**config.mk**
```make
export PLATFORM = sky130hd
export DESIGN_NAME = spliced_cigar_lift_top
export DESIGN_NICKNAME = d
export VERILOG_FILES = /design/src/rtl/scl_pkg.sv /design/src/rtl/scl_sites.sv /design/src/rtl/scl_core.sv /design/src/rtl/spliced_cigar_lift_top.sv
export SDC_FILE = /design/constraint.sdc
export NUM_CORES = 2
export LEC_CHECK = 0
export ABC_AREA = 0
export BUFFER_PORTS_ARGS = -buffer_cell sky130_fd_sc_hd__buf_4
export CAP_MARGIN = 20
export CORE_AREA = 2 2 565 342
export DETAILED_ROUTE_END_ITERATION = 7
export DIE_AREA = 0 0 567 344
export PLACE_DENSITY = 0.56
export SYNTH_ARGS = -nofsm -noshare
export SYNTH_HDL_FRONTEND = slang
export SYNTH_HIERARCHICAL = 1
export SYNTH_SLANG_ARGS = --single-unit
```
**constraint.sdc**
```tcl
create_clock -name clk -period 13.75 [get_ports clk]
set_input_delay 0.6875 -clock clk [delete_from_list [all_inputs] [get_ports clk]]
set_output_delay 0.6875 -clock clk [all_outputs]
set_load 0.02 [all_outputs]
```
**src/rtl/scl_pkg.sv**
```systemverilog
// Shared types, codes and helpers for the spliced CIGAR lift block.
// No dependencies; used by every module under rtl/.
`timescale 1ns / 1ps
`default_nettype none

package scl_pkg;

    // Default number of splice-site table entries
    localparam int unsigned MaxSitesDefault = 16;

    localparam int unsigned PosW = 32;
    localparam int unsigned LenW = 28;
    localparam int unsigned CodeW = 4;
    localparam int unsigned KindW = 2;
    localparam int unsigned StatW = 2;

    // Item operation codes
    typedef enum logic [1:0] {
        OP_LOAD  = 2'd0,
        OP_BEGIN = 2'd1,
        OP_CIGAR = 2'd2,
        OP_NONE  = 2'd3
    } op_t;

    // CIGAR element codes
    localparam logic [CodeW-1:0] CIG_M = 4'd0;
    localparam logic [CodeW-1:0] CIG_I = 4'd1;
    localparam logic [CodeW-1:0] CIG_D = 4'd2;
    localparam logic [CodeW-1:0] CIG_N = 4'd3;
    localparam logic [CodeW-1:0] CIG_S = 4'd4;
    localparam logic [CodeW-1:0] CIG_H = 4'd5;
    localparam logic [CodeW-1:0] CIG_P = 4'd6;
    localparam logic [CodeW-1:0] CIG_EQ = 4'd7;
    localparam logic [CodeW-1:0] CIG_X = 4'd8;

    // Result word kinds
    localparam logic [KindW-1:0] KIND_START = 2'd0;
    localparam logic [KindW-1:0] KIND_CIGAR = 2'd1;
    localparam logic [KindW-1:0] KIND_END = 2'd2;

    // End status codes
    localparam logic [StatW-1:0] ST_OK = 2'd0;
    localparam logic [StatW-1:0] ST_MISMATCH = 2'd1;
    localparam logic [StatW-1:0] ST_BAD_OP = 2'd2;

    // Configuration register indexes
    localparam logic CFG_TSTART = 1'b0;
    localparam logic CFG_SCOUNT = 1'b1;

    // Sequencer states
    typedef enum logic [3:0] {
        S_IDLE,
        S_BEGIN,
        S_SITE_A,
        S_SITE_B,
        S_TAIL,
        S_DN_SCAN,
        S_DN_PUSH,
        S_PUSH1,
        S_FIN,
        S_STATUS,
        S_DRAIN
    } state_t;

    // One splice-site table entry as read by the sequencer
    typedef struct packed {
        logic [PosW-1:0] pos;
        logic [LenW-1:0] ilen;
    } site_t;

    // One result word
    typedef struct packed {
        logic [KindW-1:0] kind;
        logic [PosW-1:0]  gstart;
        logic [CodeW-1:0] code;
        logic [LenW-1:0]  len;
        logic [StatW-1:0] status;
    } res_t;

    // Saturate a 29-bit sum to the element length range
    function automatic logic [LenW-1:0] sat_len29(input logic [LenW:0] v);
        sat_len29 = v[LenW] ? {LenW{1'b1}} : v[LenW-1:0];
    endfunction

    // Saturate a 33-bit value to the element length range
    function automatic logic [LenW-1:0] sat_len33(input logic [PosW:0] v);
        sat_len33 = (|v[PosW:LenW]) ? {LenW{1'b1}} : v[LenW-1:0];
    endfunction

    // Saturate a 33-bit value to the position range
    function automatic logic [PosW-1:0] sat_pos33(input logic [PosW:0] v);
        sat_pos33 = v[PosW] ? {PosW{1'b1}} : v[PosW-1:0];
    endfunction

endpackage

`default_nettype wire

```
**src/rtl/scl_sites.sv**
```systemverilog
// Splice-site table: positions and intron lengths, one write and one read port.
// Depends on scl_pkg.
`timescale 1ns / 1ps
`default_nettype none

module scl_sites #(
    parameter int unsigned MAX_SITES = scl_pkg::MaxSitesDefault,
    localparam int unsigned IW = (MAX_SITES > 1) ? $clog2(MAX_SITES) : 1
) (
    input  wire logic                     clk,
    input  wire logic                     wr_en,
    input  wire logic [IW-1:0]            wr_idx,
    input  wire logic [scl_pkg::PosW-1:0] wr_pos,
    input  wire logic [scl_pkg::LenW-1:0] wr_ilen,
    input  wire logic [IW-1:0]            rd_idx,
    output scl_pkg::site_t                rd_site
);

    scl_pkg::site_t entry_reg [MAX_SITES];

    // Table write; entries hold no reset value
    always_ff @(posedge clk)
    begin
        if (wr_en)
        begin
            entry_reg[wr_idx] <= '{pos: wr_pos, ilen: wr_ilen};
        end
    end

    // Read at the sequencer's walk index
    assign rd_site = entry_reg[rd_idx];

endmodule

`default_nettype wire

```
**src/rtl/scl_core.sv**
```systemverilog
// Sequencer and shared adder/compare unit that walks the splice table per item,
// with the merge buffer, a one-word hold stage and the output register. Uses scl_pkg.
`timescale 1ns / 1ps
`default_nettype none

module scl_core #(
    parameter int unsigned MAX_SITES = scl_pkg::MaxSitesDefault,
    localparam int unsigned IW = (MAX_SITES > 1) ? $clog2(MAX_SITES) : 1,
    localparam int unsigned CW = $clog2(MAX_SITES + 1)
) (
    input  wire logic                      clk,
    input  wire logic                      rst_n,
    input  wire logic                      in_valid,
    output logic                           in_ready,
    input  wire logic [1:0]                op,
    input  wire logic [scl_pkg::PosW-1:0]  align_start,
    input  wire logic [scl_pkg::PosW-1:0]  read_length,
    input  wire logic [scl_pkg::CodeW-1:0] cigar_code,
    input  wire logic [scl_pkg::LenW-1:0]  cigar_length,
    input  wire logic                      last,
    input  wire logic [scl_pkg::PosW-1:0]  tstart,
    input  wire logic [4:0]                scount,
    output logic [IW-1:0]                  rd_idx,
    input  wire scl_pkg::site_t            rd_site,
    output logic                           out_valid,
    input  wire logic                      out_ready,
    output scl_pkg::res_t                  out_res,
    output logic                           out_eor
);

    localparam int unsigned PW = scl_pkg::PosW;
    localparam int unsigned LW = scl_pkg::LenW;
    localparam int unsigned AW = PW + 3;

    scl_pkg::state_t state_reg, state_next;
    logic [CW-1:0]   idx_reg, idx_next;
    logic [PW:0]     cut_reg, cut_next;
    logic [PW:0]     end_reg, end_next;
    logic [AW-1:0]   acc_reg, acc_next;
    logic            spans_reg, spans_next;
    logic [scl_pkg::CodeW-1:0] code_reg, code_next;
    logic [LW-1:0]   len_reg, len_next;
    logic            last_reg, last_next;
    logic [PW-1:0]   tcur_reg, tcur_next;
    logic [PW-1:0]   rcur_reg, rcur_next;
    logic [PW-1:0]   exp_reg, exp_next;
    logic [scl_pkg::CodeW-1:0] pcode_reg, pcode_next;
    logic [LW-1:0]   plen_reg, plen_next;
    logic            pvalid_reg, pvalid_next;
    logic            err_reg, err_next;
    scl_pkg::res_t   hold_reg, hold_next;
    logic            hvalid_reg, hvalid_next;
    scl_pkg::res_t   out_reg, out_next;
    logic            ovalid_reg, ovalid_next;
    logic            oeor_reg, oeor_next;

    logic [CW-1:0]   nsites;
    logic            more;
    logic [PW:0]     site_pos;
    logic            hit;
    logic            out_free;
    logic            push_en;
    logic [scl_pkg::CodeW-1:0] push_code;
    logic [LW-1:0]   push_len;
    logic            push_merge;
    logic            stage_req;
    scl_pkg::res_t   stage_res;
    logic            go;
    logic [PW:0]     sum33;
    logic [PW:0]     rsum33;

    // Active sites, capped at the table depth
    assign nsites = (scount > 5'(MAX_SITES)) ? CW'(MAX_SITES) : CW'(scount);
    assign more = (idx_reg < nsites);
    assign rd_idx = idx_reg[IW-1:0];
    assign site_pos = {1'b0, rd_site.pos};
    assign hit = (site_pos >= cut_reg) && (site_pos < end_reg);
    assign out_free = !ovalid_reg || out_ready;

    assign in_ready = (state_reg == scl_pkg::S_IDLE);
    assign out_valid = ovalid_reg;
    assign out_res = out_reg;
    assign out_eor = oeor_reg;

    // Cursor adders used when an item is taken
    assign sum33 = {1'b0, tcur_reg} + {{(PW - LW + 1){1'b0}}, cigar_length};
    assign rsum33 = {1'b0, rcur_reg} + {{(PW - LW + 1){1'b0}}, cigar_length};

    // Push operands per state and merge decision
    always_comb
    begin
        push_en = 1'b0;
        push_code = code_reg;
        push_len = len_reg;
        unique case (state_reg)
            scl_pkg::S_SITE_A:
            begin
                push_en = more && hit;
                push_len = LW'(site_pos - cut_reg);
            end
            scl_pkg::S_SITE_B:
            begin
                push_en = 1'b1;
                push_code = scl_pkg::CIG_N;
                push_len = rd_site.ilen;
            end
            scl_pkg::S_TAIL:
            begin
                push_en = 1'b1;
                push_len = LW'(end_reg - cut_reg);
            end
            scl_pkg::S_DN_PUSH:
            begin
                push_en = 1'b1;
                push_code = spans_reg ? scl_pkg::CIG_N : code_reg;
                push_len = scl_pkg::sat_len33(acc_reg[PW:0]);
            end
            scl_pkg::S_PUSH1:
            begin
                push_en = 1'b1;
            end
            default:
            begin
                push_en = 1'b0;
            end
        endcase
        push_merge = pvalid_reg && (pcode_reg == push_code);
    end

    // Word handed to the hold stage in this cycle, if any
    always_comb
    begin
        stage_req = 1'b0;
        stage_res = '{kind: scl_pkg::KIND_CIGAR, gstart: '0, code: pcode_reg,
                      len: plen_reg, status: scl_pkg::ST_OK};
        if (push_en && (push_len != '0) && !push_merge && pvalid_reg)
        begin
            stage_req = 1'b1;
        end
        else if (state_reg == scl_pkg::S_BEGIN && !more)
        begin
            stage_req = 1'b1;
            stage_res.kind = scl_pkg::KIND_START;
            stage_res.code = '0;
            stage_res.len = '0;
            stage_res.gstart = (|acc_reg[AW-1:PW]) ? {PW{1'b1}} : acc_reg[PW-1:0];
        end
        else if (state_reg == scl_pkg::S_FIN && last_reg && pvalid_reg)
        begin
            stage_req = 1'b1;
        end
        else if (state_reg == scl_pkg::S_STATUS)
        begin
            stage_req = 1'b1;
            stage_res.kind = scl_pkg::KIND_END;
            stage_res.code = '0;
            stage_res.len = '0;
            if (err_reg)
            begin
                stage_res.status = scl_pkg::ST_BAD_OP;
            end
            else if (rcur_reg != exp_reg)
            begin
                stage_res.status = scl_pkg::ST_MISMATCH;
            end
        end
        go = !(stage_req && hvalid_reg && !out_free);
    end

    // Sequencer next state
    always_comb
    begin
        state_next = state_reg;
        idx_next = idx_reg;
        cut_next = cut_reg;
        end_next = end_reg;
        acc_next = acc_reg;
        spans_next = spans_reg;
        code_next = code_reg;
        len_next = len_reg;
        last_next = last_reg;
        tcur_next = tcur_reg;
        rcur_next = rcur_reg;
        exp_next = exp_reg;
        pcode_next = pcode_reg;
        plen_next = plen_reg;
        pvalid_next = pvalid_reg;
        err_next = err_reg;
        hold_next = hold_reg;
        hvalid_next = hvalid_reg;
        out_next = out_reg;
        ovalid_next = ovalid_reg && !out_ready;
        oeor_next = oeor_reg;

        // Hold stage and output register movement
        if (stage_req && go)
        begin
            if (hvalid_reg)
            begin
                out_next = hold_reg;
                ovalid_next = 1'b1;
                oeor_next = 1'b0;
            end
            hold_next = stage_res;
            hvalid_next = 1'b1;
        end
        else if (state_reg == scl_pkg::S_DRAIN && hvalid_reg && out_free)
        begin
            out_next = hold_reg;
            ovalid_next = 1'b1;
            oeor_next = 1'b1;
            hvalid_next = 1'b0;
        end

        // Merge buffer update
        if (push_en && go && (push_len != '0))
        begin
            if (push_merge)
            begin
                plen_next = scl_pkg::sat_len29({1'b0, plen_reg} + {1'b0, push_len});
            end
            else
            begin
                pcode_next = push_code;
                plen_next = push_len;
                pvalid_next = 1'b1;
            end
        end

        unique case (state_reg)
            scl_pkg::S_IDLE:
            begin
                if (in_valid)
                begin
                    code_next = cigar_code;
                    len_next = cigar_length;
                    last_next = last;
                    idx_next = '0;
                    unique case (op)
                        scl_pkg::OP_BEGIN:
                        begin
                            acc_next = AW'({1'b0, tstart} + {1'b0, align_start});
                            cut_next = {1'b0, align_start};
                            tcur_next = align_start;
                            rcur_next = '0;
                            exp_next = read_length;
                            pvalid_next = 1'b0;
                            pcode_next = '0;
                            plen_next = '0;
                            err_next = 1'b0;
                            state_next = scl_pkg::S_BEGIN;
                        end
                        scl_pkg::OP_CIGAR:
                        begin
                            cut_next = {1'b0, tcur_reg};
                            end_next = sum33;
                            acc_next = AW'(cigar_length);
                            spans_next = 1'b0;
                            unique case (cigar_code)
                                scl_pkg::CIG_M, scl_pkg::CIG_EQ, scl_pkg::CIG_X:
                                begin
                                    tcur_next = scl_pkg::sat_pos33(sum33);
                                    rcur_next = scl_pkg::sat_pos33(rsum33);
                                    state_next = scl_pkg::S_SITE_A;
                                end
                                scl_pkg::CIG_D, scl_pkg::CIG_N:
                                begin
                                    tcur_next = scl_pkg::sat_pos33(sum33);
                                    state_next = scl_pkg::S_DN_SCAN;
                                end
                                scl_pkg::CIG_I, scl_pkg::CIG_S:
                                begin
                                    rcur_next = scl_pkg::sat_pos33(rsum33);
                                    state_next = scl_pkg::S_PUSH1;
                                end
                                scl_pkg::CIG_H, scl_pkg::CIG_P:
                                begin
                                    state_next = scl_pkg::S_PUSH1;
                                end
                                default:
                                begin
                                    err_next = 1'b1;
                                    state_next = scl_pkg::S_FIN;
                                end
                            endcase
                        end
                        default:
                        begin
                            state_next = scl_pkg::S_IDLE;
                        end
                    endcase
                end
            end
            // Genome start: add introns whose site lies before the start
            scl_pkg::S_BEGIN:
            begin
                if (more)
                begin
                    if (site_pos < cut_reg)
                    begin
                        acc_next = acc_reg + AW'(rd_site.ilen);
                    end
                    idx_next = idx_reg + 1'b1;
                end
                else if (go)
                begin
                    state_next = scl_pkg::S_DRAIN;
                end
            end
            // Match element: cut at each site inside the span
            scl_pkg::S_SITE_A:
            begin
                if (!more)
                begin
                    state_next = scl_pkg::S_TAIL;
                end
                else if (!hit)
                begin
                    idx_next = idx_reg + 1'b1;
                end
                else if (go)
                begin
                    cut_next = site_pos;
                    state_next = scl_pkg::S_SITE_B;
                end
            end
            scl_pkg::S_SITE_B:
            begin
                if (go)
                begin
                    idx_next = idx_reg + 1'b1;
                    state_next = scl_pkg::S_SITE_A;
                end
            end
            scl_pkg::S_TAIL, scl_pkg::S_DN_PUSH, scl_pkg::S_PUSH1:
            begin
                if (go)
                begin
                    state_next = scl_pkg::S_FIN;
                end
            end
            // Deletion or skip: absorb spanned introns
            scl_pkg::S_DN_SCAN:
            begin
                if (more)
                begin
                    if (hit)
                    begin
                        acc_next = acc_reg + AW'(rd_site.ilen);
                        spans_next = 1'b1;
                    end
                    idx_next = idx_reg + 1'b1;
                end
                else
                begin
                    state_next = scl_pkg::S_DN_PUSH;
                end
            end
            // Flush the merge buffer on the last element
            scl_pkg::S_FIN:
            begin
                if (!last_reg)
                begin
                    state_next = scl_pkg::S_DRAIN;
                end
                else if (go)
                begin
                    pvalid_next = 1'b0;
                    pcode_next = '0;
                    plen_next = '0;
                    state_next = scl_pkg::S_STATUS;
                end
            end
            scl_pkg::S_STATUS:
            begin
                if (go)
                begin
                    state_next = scl_pkg::S_DRAIN;
                end
            end
            // Release the held word marked as the item's final one
            scl_pkg::S_DRAIN:
            begin
                if (!hvalid_reg || out_free)
                begin
                    state_next = scl_pkg::S_IDLE;
                end
            end
            default:
            begin
                state_next = scl_pkg::S_IDLE;
            end
        endcase
    end

    // Control registers
    always_ff @(posedge clk or negedge rst_n)
    begin
        if (!rst_n)
        begin
            state_reg <= scl_pkg::S_IDLE;
            idx_reg <= '0;
            tcur_reg <= '0;
            rcur_reg <= '0;
            exp_reg <= '0;
            pcode_reg <= '0;
            plen_reg <= '0;
            pvalid_reg <= 1'b0;
            err_reg <= 1'b0;
            hvalid_reg <= 1'b0;
            ovalid_reg <= 1'b0;
        end
        else
        begin
            state_reg <= state_next;
            idx_reg <= idx_next;
            tcur_reg <= tcur_next;
            rcur_reg <= rcur_next;
            exp_reg <= exp_next;
            pcode_reg <= pcode_next;
            plen_reg <= plen_next;
            pvalid_reg <= pvalid_next;
            err_reg <= err_next;
            hvalid_reg <= hvalid_next;
            ovalid_reg <= ovalid_next;
        end
    end

    // Payload registers
    always_ff @(posedge clk)
    begin
        cut_reg <= cut_next;
        end_reg <= end_next;
        acc_reg <= acc_next;
        spans_reg <= spans_next;
        code_reg <= code_next;
        len_reg <= len_next;
        last_reg <= last_next;
        hold_reg <= hold_next;
        out_reg <= out_next;
        oeor_reg <= oeor_next;
    end

endmodule

`default_nettype wire

```
**src/rtl/spliced_cigar_lift_top.sv**
```systemverilog
// Top level of the spliced CIGAR lift: configuration registers, site table
// and sequencer. Depends on scl_pkg, scl_sites and scl_core.
//
//  Channel  Direction  Handshake            Word carried
//  in       input      in_valid/in_ready    op, site, begin and cigar fields
//  out      output     out_valid/out_ready  kind, genome_start, out_code, ...
//  cfg      input      cfg_valid/cfg_ready  cfg_index, cfg_data
//
// A load word is written straight into the table. With n active sites (site_count capped
// at the table depth), a begin word and a deletion or skip walk all n sites, a match
// element walks them and cuts once per site in its span, and an I/S/H/P element or an
// unknown op needs no walk; the last element of a read adds a word for the end status.
// Reset clears cursors, the merge buffer and the configuration; table entries
// stay undefined until loaded. A stalled output holds the sequencer where it emits a word.
`timescale 1ns / 1ps
`default_nettype none

module spliced_cigar_lift_top #(
    parameter int unsigned MAX_SITES = scl_pkg::MaxSitesDefault
) (
    input  wire logic                      clk,
    input  wire logic                      rst_n,
    input  wire logic                      in_valid,
    output logic                           in_ready,
    input  wire logic [1:0]                op,
    input  wire logic [3:0]                site_index,
    input  wire logic [scl_pkg::PosW-1:0]  site_position,
    input  wire logic [scl_pkg::LenW-1:0]  intron_length,
    input  wire logic [scl_pkg::PosW-1:0]  align_start,
    input  wire logic [scl_pkg::PosW-1:0]  read_length,
    input  wire logic [scl_pkg::CodeW-1:0] cigar_code,
    input  wire logic [scl_pkg::LenW-1:0]  cigar_length,
    input  wire logic                      last,
    output logic                           out_valid,
    input  wire logic                      out_ready,
    output logic [scl_pkg::KindW-1:0]      kind,
    output logic [scl_pkg::PosW-1:0]       genome_start,
    output logic [scl_pkg::CodeW-1:0]      out_code,
    output logic [scl_pkg::LenW-1:0]       out_length,
    output logic [scl_pkg::StatW-1:0]      status,
    output logic                           end_of_run,
    input  wire logic                      cfg_valid,
    output logic                           cfg_ready,
    input  wire logic                      cfg_index,
    input  wire logic [scl_pkg::PosW-1:0]  cfg_data
);

    localparam int unsigned IW = (MAX_SITES > 1) ? $clog2(MAX_SITES) : 1;

    logic [scl_pkg::PosW-1:0] tstart_reg;
    logic [4:0]               scount_reg;
    logic                     load_en;
    logic [IW-1:0]            rd_idx;
    scl_pkg::site_t           rd_site;
    scl_pkg::res_t            res;

    assign cfg_ready = 1'b1;

    // Configuration registers
    always_ff @(posedge clk or negedge rst_n)
    begin
        if (!rst_n)
        begin
            tstart_reg <= '0;
            scount_reg <= '0;
        end
        else if (cfg_valid)
        begin
            unique case (cfg_index)
                scl_pkg::CFG_TSTART: tstart_reg <= cfg_data;
                scl_pkg::CFG_SCOUNT: scount_reg <= cfg_data[4:0];
                default: tstart_reg <= tstart_reg;
            endcase
        end
    end

    // Table loads go straight in; slots beyond the table are dropped
    assign load_en = in_valid && in_ready && (op == scl_pkg::OP_LOAD)
                     && ({1'b0, site_index} < 5'(MAX_SITES));

    scl_sites #(
        .MAX_SITES(MAX_SITES)
    ) u_sites (
        .clk     (clk),
        .wr_en   (load_en),
        .wr_idx  (IW'(site_index)),
        .wr_pos  (site_position),
        .wr_ilen (intron_length),
        .rd_idx  (rd_idx),
        .rd_site (rd_site)
    );

    scl_core #(
        .MAX_SITES(MAX_SITES)
    ) u_core (
        .clk          (clk),
        .rst_n        (rst_n),
        .in_valid     (in_valid),
        .in_ready     (in_ready),
        .op           (op),
        .align_start  (align_start),
        .read_length  (read_length),
        .cigar_code   (cigar_code),
        .cigar_length (cigar_length),
        .last         (last),
        .tstart       (tstart_reg),
        .scount       (scount_reg),
        .rd_idx       (rd_idx),
        .rd_site      (rd_site),
        .out_valid    (out_valid),
        .out_ready    (out_ready),
        .out_res      (res),
        .out_eor      (end_of_run)
    );

    assign kind = res.kind;
    assign genome_start = res.gstart;
    assign out_code = res.code;
    assign out_length = res.len;
    assign status = res.status;

endmodule

`default_nettype wire
```
==> impl_summary.txt <==
----------------------------------------------------
[Clock tree]
  Worst-skew pair later-pin latency ... 800 ps
  Max Root-Sink Buffers ... 4
  Count of H-tree levels built during CTS ... 4
  CTS Root Cell ... sky130_fd_sc_hd__clkbuf_16
  TritonCTS clock tree ... yes
  Number of buffers created by CTS ... 140
  Post-CTS setup repair buffer count ... 0
  CTS clock-pin slew for the worst setup and hold paths ... 70 ps
  CTS Sinks ... 1409

[STA]
  Count of final setup violators ... 0
  Total Negative Setup Slacks ... 0 ps
  RSZ-0062 raised after global routing ... no
  Worst Tran Pin Value ... 1370 ps
  Tcrit/Tclk final ... 68.7%
  Crit path setup slack, layout ... 4310 ps
  Worst hold slack ... 87.6 ps
  Clock tree skew after final layout ... 61.5 ps
  Final Hold Vio Count ... 0
  Worst slew margin relative to its limit ... 8.88%
  Slew Viols, Final ... 0
  Maximum clock frequency ... 106 MHz
  Min cycle time layout ... 9440 ps

[Global route]
  Total global routing overflow ... 0
  Largest net degree at the start of global routing ... 84
  Number of antenna violations at the first check in global routing ... 41
  Via count of the first global-routing pass ... 39.9k
  Global-route total usage across every layer ... 21.2%
  Wire length of the first global-routing pass ... 299 mm

[Setup path]
  Master of the slowest instance on the critical path ... sky130_fd_sc_hd__dfrtp_4
  Critical path endpoint category ... register
  Crit path kind ... reg -> reg
  Startpoint Class ... register
  CP peak stage delay ... 850 ps
  Max FO, Critical Path ... 83
  Arrival time worst endpoint ... 10090 ps
  Worst endpoint required time ... 14400 ps

[Drt]
  Total Wirelength ... 212 mm
  Drt drc ... 0
  Drt first pass iters ... 5
  Number of vias per cell after detailed routing ... 5.64
  Number of antenna-violating nets in the routed design ... 0
  Number of vias in the routed layout ... 42.2k
  Routed WL per cell ... 28.3 um
  Initial DRC count ... 5313

[Final layout]
  Filler-free cell count of the finished design ... 7479
  Sequential cell area ... 0.0414 mm^2
  Proportion of layout cells with a drive suffix above 1 ... 19.8%
  Number of flip-flops in the largest register ... 960
  Area growth from synthesis to layout ... 14.8%
  Area of the multi-input gates ... 0.0234 mm^2
  Fin nets ... 5309
  Most frequent standard cell in the layout excluding fill and tap cells ... sky130_fd_sc_hd__edfxtp_1
  Most used cells in the layout excluding fill and tap cells ... 1231 x sky130_fd_sc_hd__edfxtp_1, 369 x sky130_fd_sc_hd__buf_4, 287 x sky130_fd_sc_hd__nand2_1
  FILL cells ... 17.4k

[Placed design]
  Final weighted congestion in routability-driven placement ... 0.970
  Total of buffers placed on input and output ports ... 271
  DP Wirelength ... 144 mm
  Placed Instances ... 7231
  Pre-CTS WS ... 4440 ps

[Floorplanning]
  Count of pins on the block boundary ... 273
  Area of the core ... 0.190 mm^2
  Area enclosed by the die boundary ... 0.195 mm^2
  Width of the die ... 567 um
  Starting density of the core ... 34.9%
  Row Count ... 124
  Vert. Die Dim ... 344 um

[Synthesis]
  Net Count, Synth ... 5007
  Yosys top cell by area ... sky130_fd_sc_hd__edfxtp_1
  Yosys warnings ... 6
  Sequential element share of the synthesized area ... 62.6%
  Fraction of post-synthesis cell area in the top cell type by area ... 55.9%
  Cell area after synthesis ... 0.0661 mm^2
  Main area contributors after synthesis ... sky130_fd_sc_hd__edfxtp_1 56%, sky130_fd_sc_hd__mux4_2 8.2%, sky130_fd_sc_hd__dfrtp_1 6.7%, sky130_fd_sc_hd__ha_1 4.6%, sky130_fd_sc_hd__o21ai_0 1.8%
  Number of enable flip-flop cells after synthesis ... 1231
  Post-Synthesis Mean Instance Area ... 14.5 um^2
  Post-synth top flop ... sky130_fd_sc_hd__edfxtp_1
  Post-Synthesis Cells ... 4559
  Synth cell types ... 88
  Total of flip-flops plus latches after synthesis ... 1409
  Async S/R FF share, synth ... 12.6%

[Worst hold path]
  Type of the worst min-delay path ... in -> reg

[Power]
  Power per unit of standard cell area ... 227 mW/mm^2
  Static leakage ... 26.9 nW
  Worst VDD drop ... 112 uV

[Run status]
  Run status ... complete, no violations

[Flow run]
  Count of maximum capacitance violations ... 0

----------------------------------------------------
==> power breakdown <==
part / internal [mW] / switching, mW / total [mW]
clock network: 2.23 / 1.65 / 3.88
registers: 5.40 / 0.379 / 5.78
logic: 2.78 / 4.77 / 7.55
total: 10.4 / 6.80 / 17.2
==> final timing paths <==
| kind | from | end | slack (ps) | cells after the start |
|---|---|---|---|---|
| max | u_core/idx_reg[0] | u_core/plen_reg[17] | 4310 | 31 |
| min | last | u_core/last_reg | 90 | 1 |
| max reg2reg | u_core/idx_reg[0] | u_core/plen_reg[17] | 4310 | 31 |
| min reg2reg | u_core/hold_reg[22] | u_core/out_res[22] | 420 | 0 |
| max in group asynchronous | rst_n | u_core/idx_reg[1] | 11110 | 4 |
| min in group asynchronous | rst_n | tstart_reg[26] | 470 | 2 |
==> metrics by stage <==
stage               utilization, %  power, mW  cell area [um^2]
floorplan                        -       10.7             66100
global placement              37.6       13.1             71300
detailed placement            37.6       13.2             71300
CTS                           40.0       17.1             75800
global route                  40.0       18.1             75900
finish                        40.0       17.2             75900
==> final cells by class <==
| class | instances | area share, % |
|---|---|---|
| multi-input cells | 2772 | 30.8 |
| well taps | 2520 | 4.15 |
| inverters | 159 | 0.786 |
| repair buffers | 379 | 3.84 |
| clock buffers | 178 | 4.96 |
| diodes | 3 | 0.00989 |
| clock inverters | 59 | 0.918 |
| flip-flops and latches | 1409 | 54.6 |
==> critical path: cells and delay by family, from the launching register on <==
kind | cells | cell delay (ps)
flip-flops | 1 | 850
adder cells (fa/ha/maj) | 3 | 1070
AND/OR/NAND/NOR | 7 | 1820
multiplexers | 1 | 600
buffers and inverters | 6 | 1300
AO/OA/AOI/OAI | 14 | 3570
==> cells by family (layout without fill, tap and decap cells) <==
logic type | Yosys count | after routing | share of synthesized area [%]
xor gates and xnor gates | 165 | 165 | 2.19
DFF | 1409 | 1409 | 62.6
adders and majority gates | 249 | 249 | 4.77
and+or+nand+nor | 924 | 924 | 6.75
AOI/OAI and AO/OA | 1043 | 1043 | 10.4
buffers and inverters | 378 | 775 | 2.46
muxes | 390 | 390 | 10.8
other | 1 | 4 | 0.00567
==> what timing repair did <==
item / CTS / global route
gates resized for setup: 0 / 0
hold endpoints to repair: 51 / 0
hold buffers: 1 / 0
==> per-layer routing <==
layer,global-route usage (%),part of all wire [%],up-vias
met1,32.7,47,21600
met3,7.56,11,262
met4,3.36,1.5,28
li1,-,-,18400
met5,0,0.079,-
met2,28.4,40,1860
==> cell usage after synthesis (all sizes together) (30+ instances only) <==
cell type  number
ha            241
a211oi         69
and2           49
nand3          64
a21o          101
a22oi         125
inv           158
edfxtp       1231
nor2b          31
mux2          101
nand2         287
o21a           64
buf            81
nand4          35
nor2          217
nor3           68
xnor2         113
mux4          240
mux2i          49
dfrtp         178
nand2b         45
xor2           52
a21oi         206
a31oi          30
clkbuf        138
o21ai         237
No activity file was read; power rests on OpenSTA's default activity.
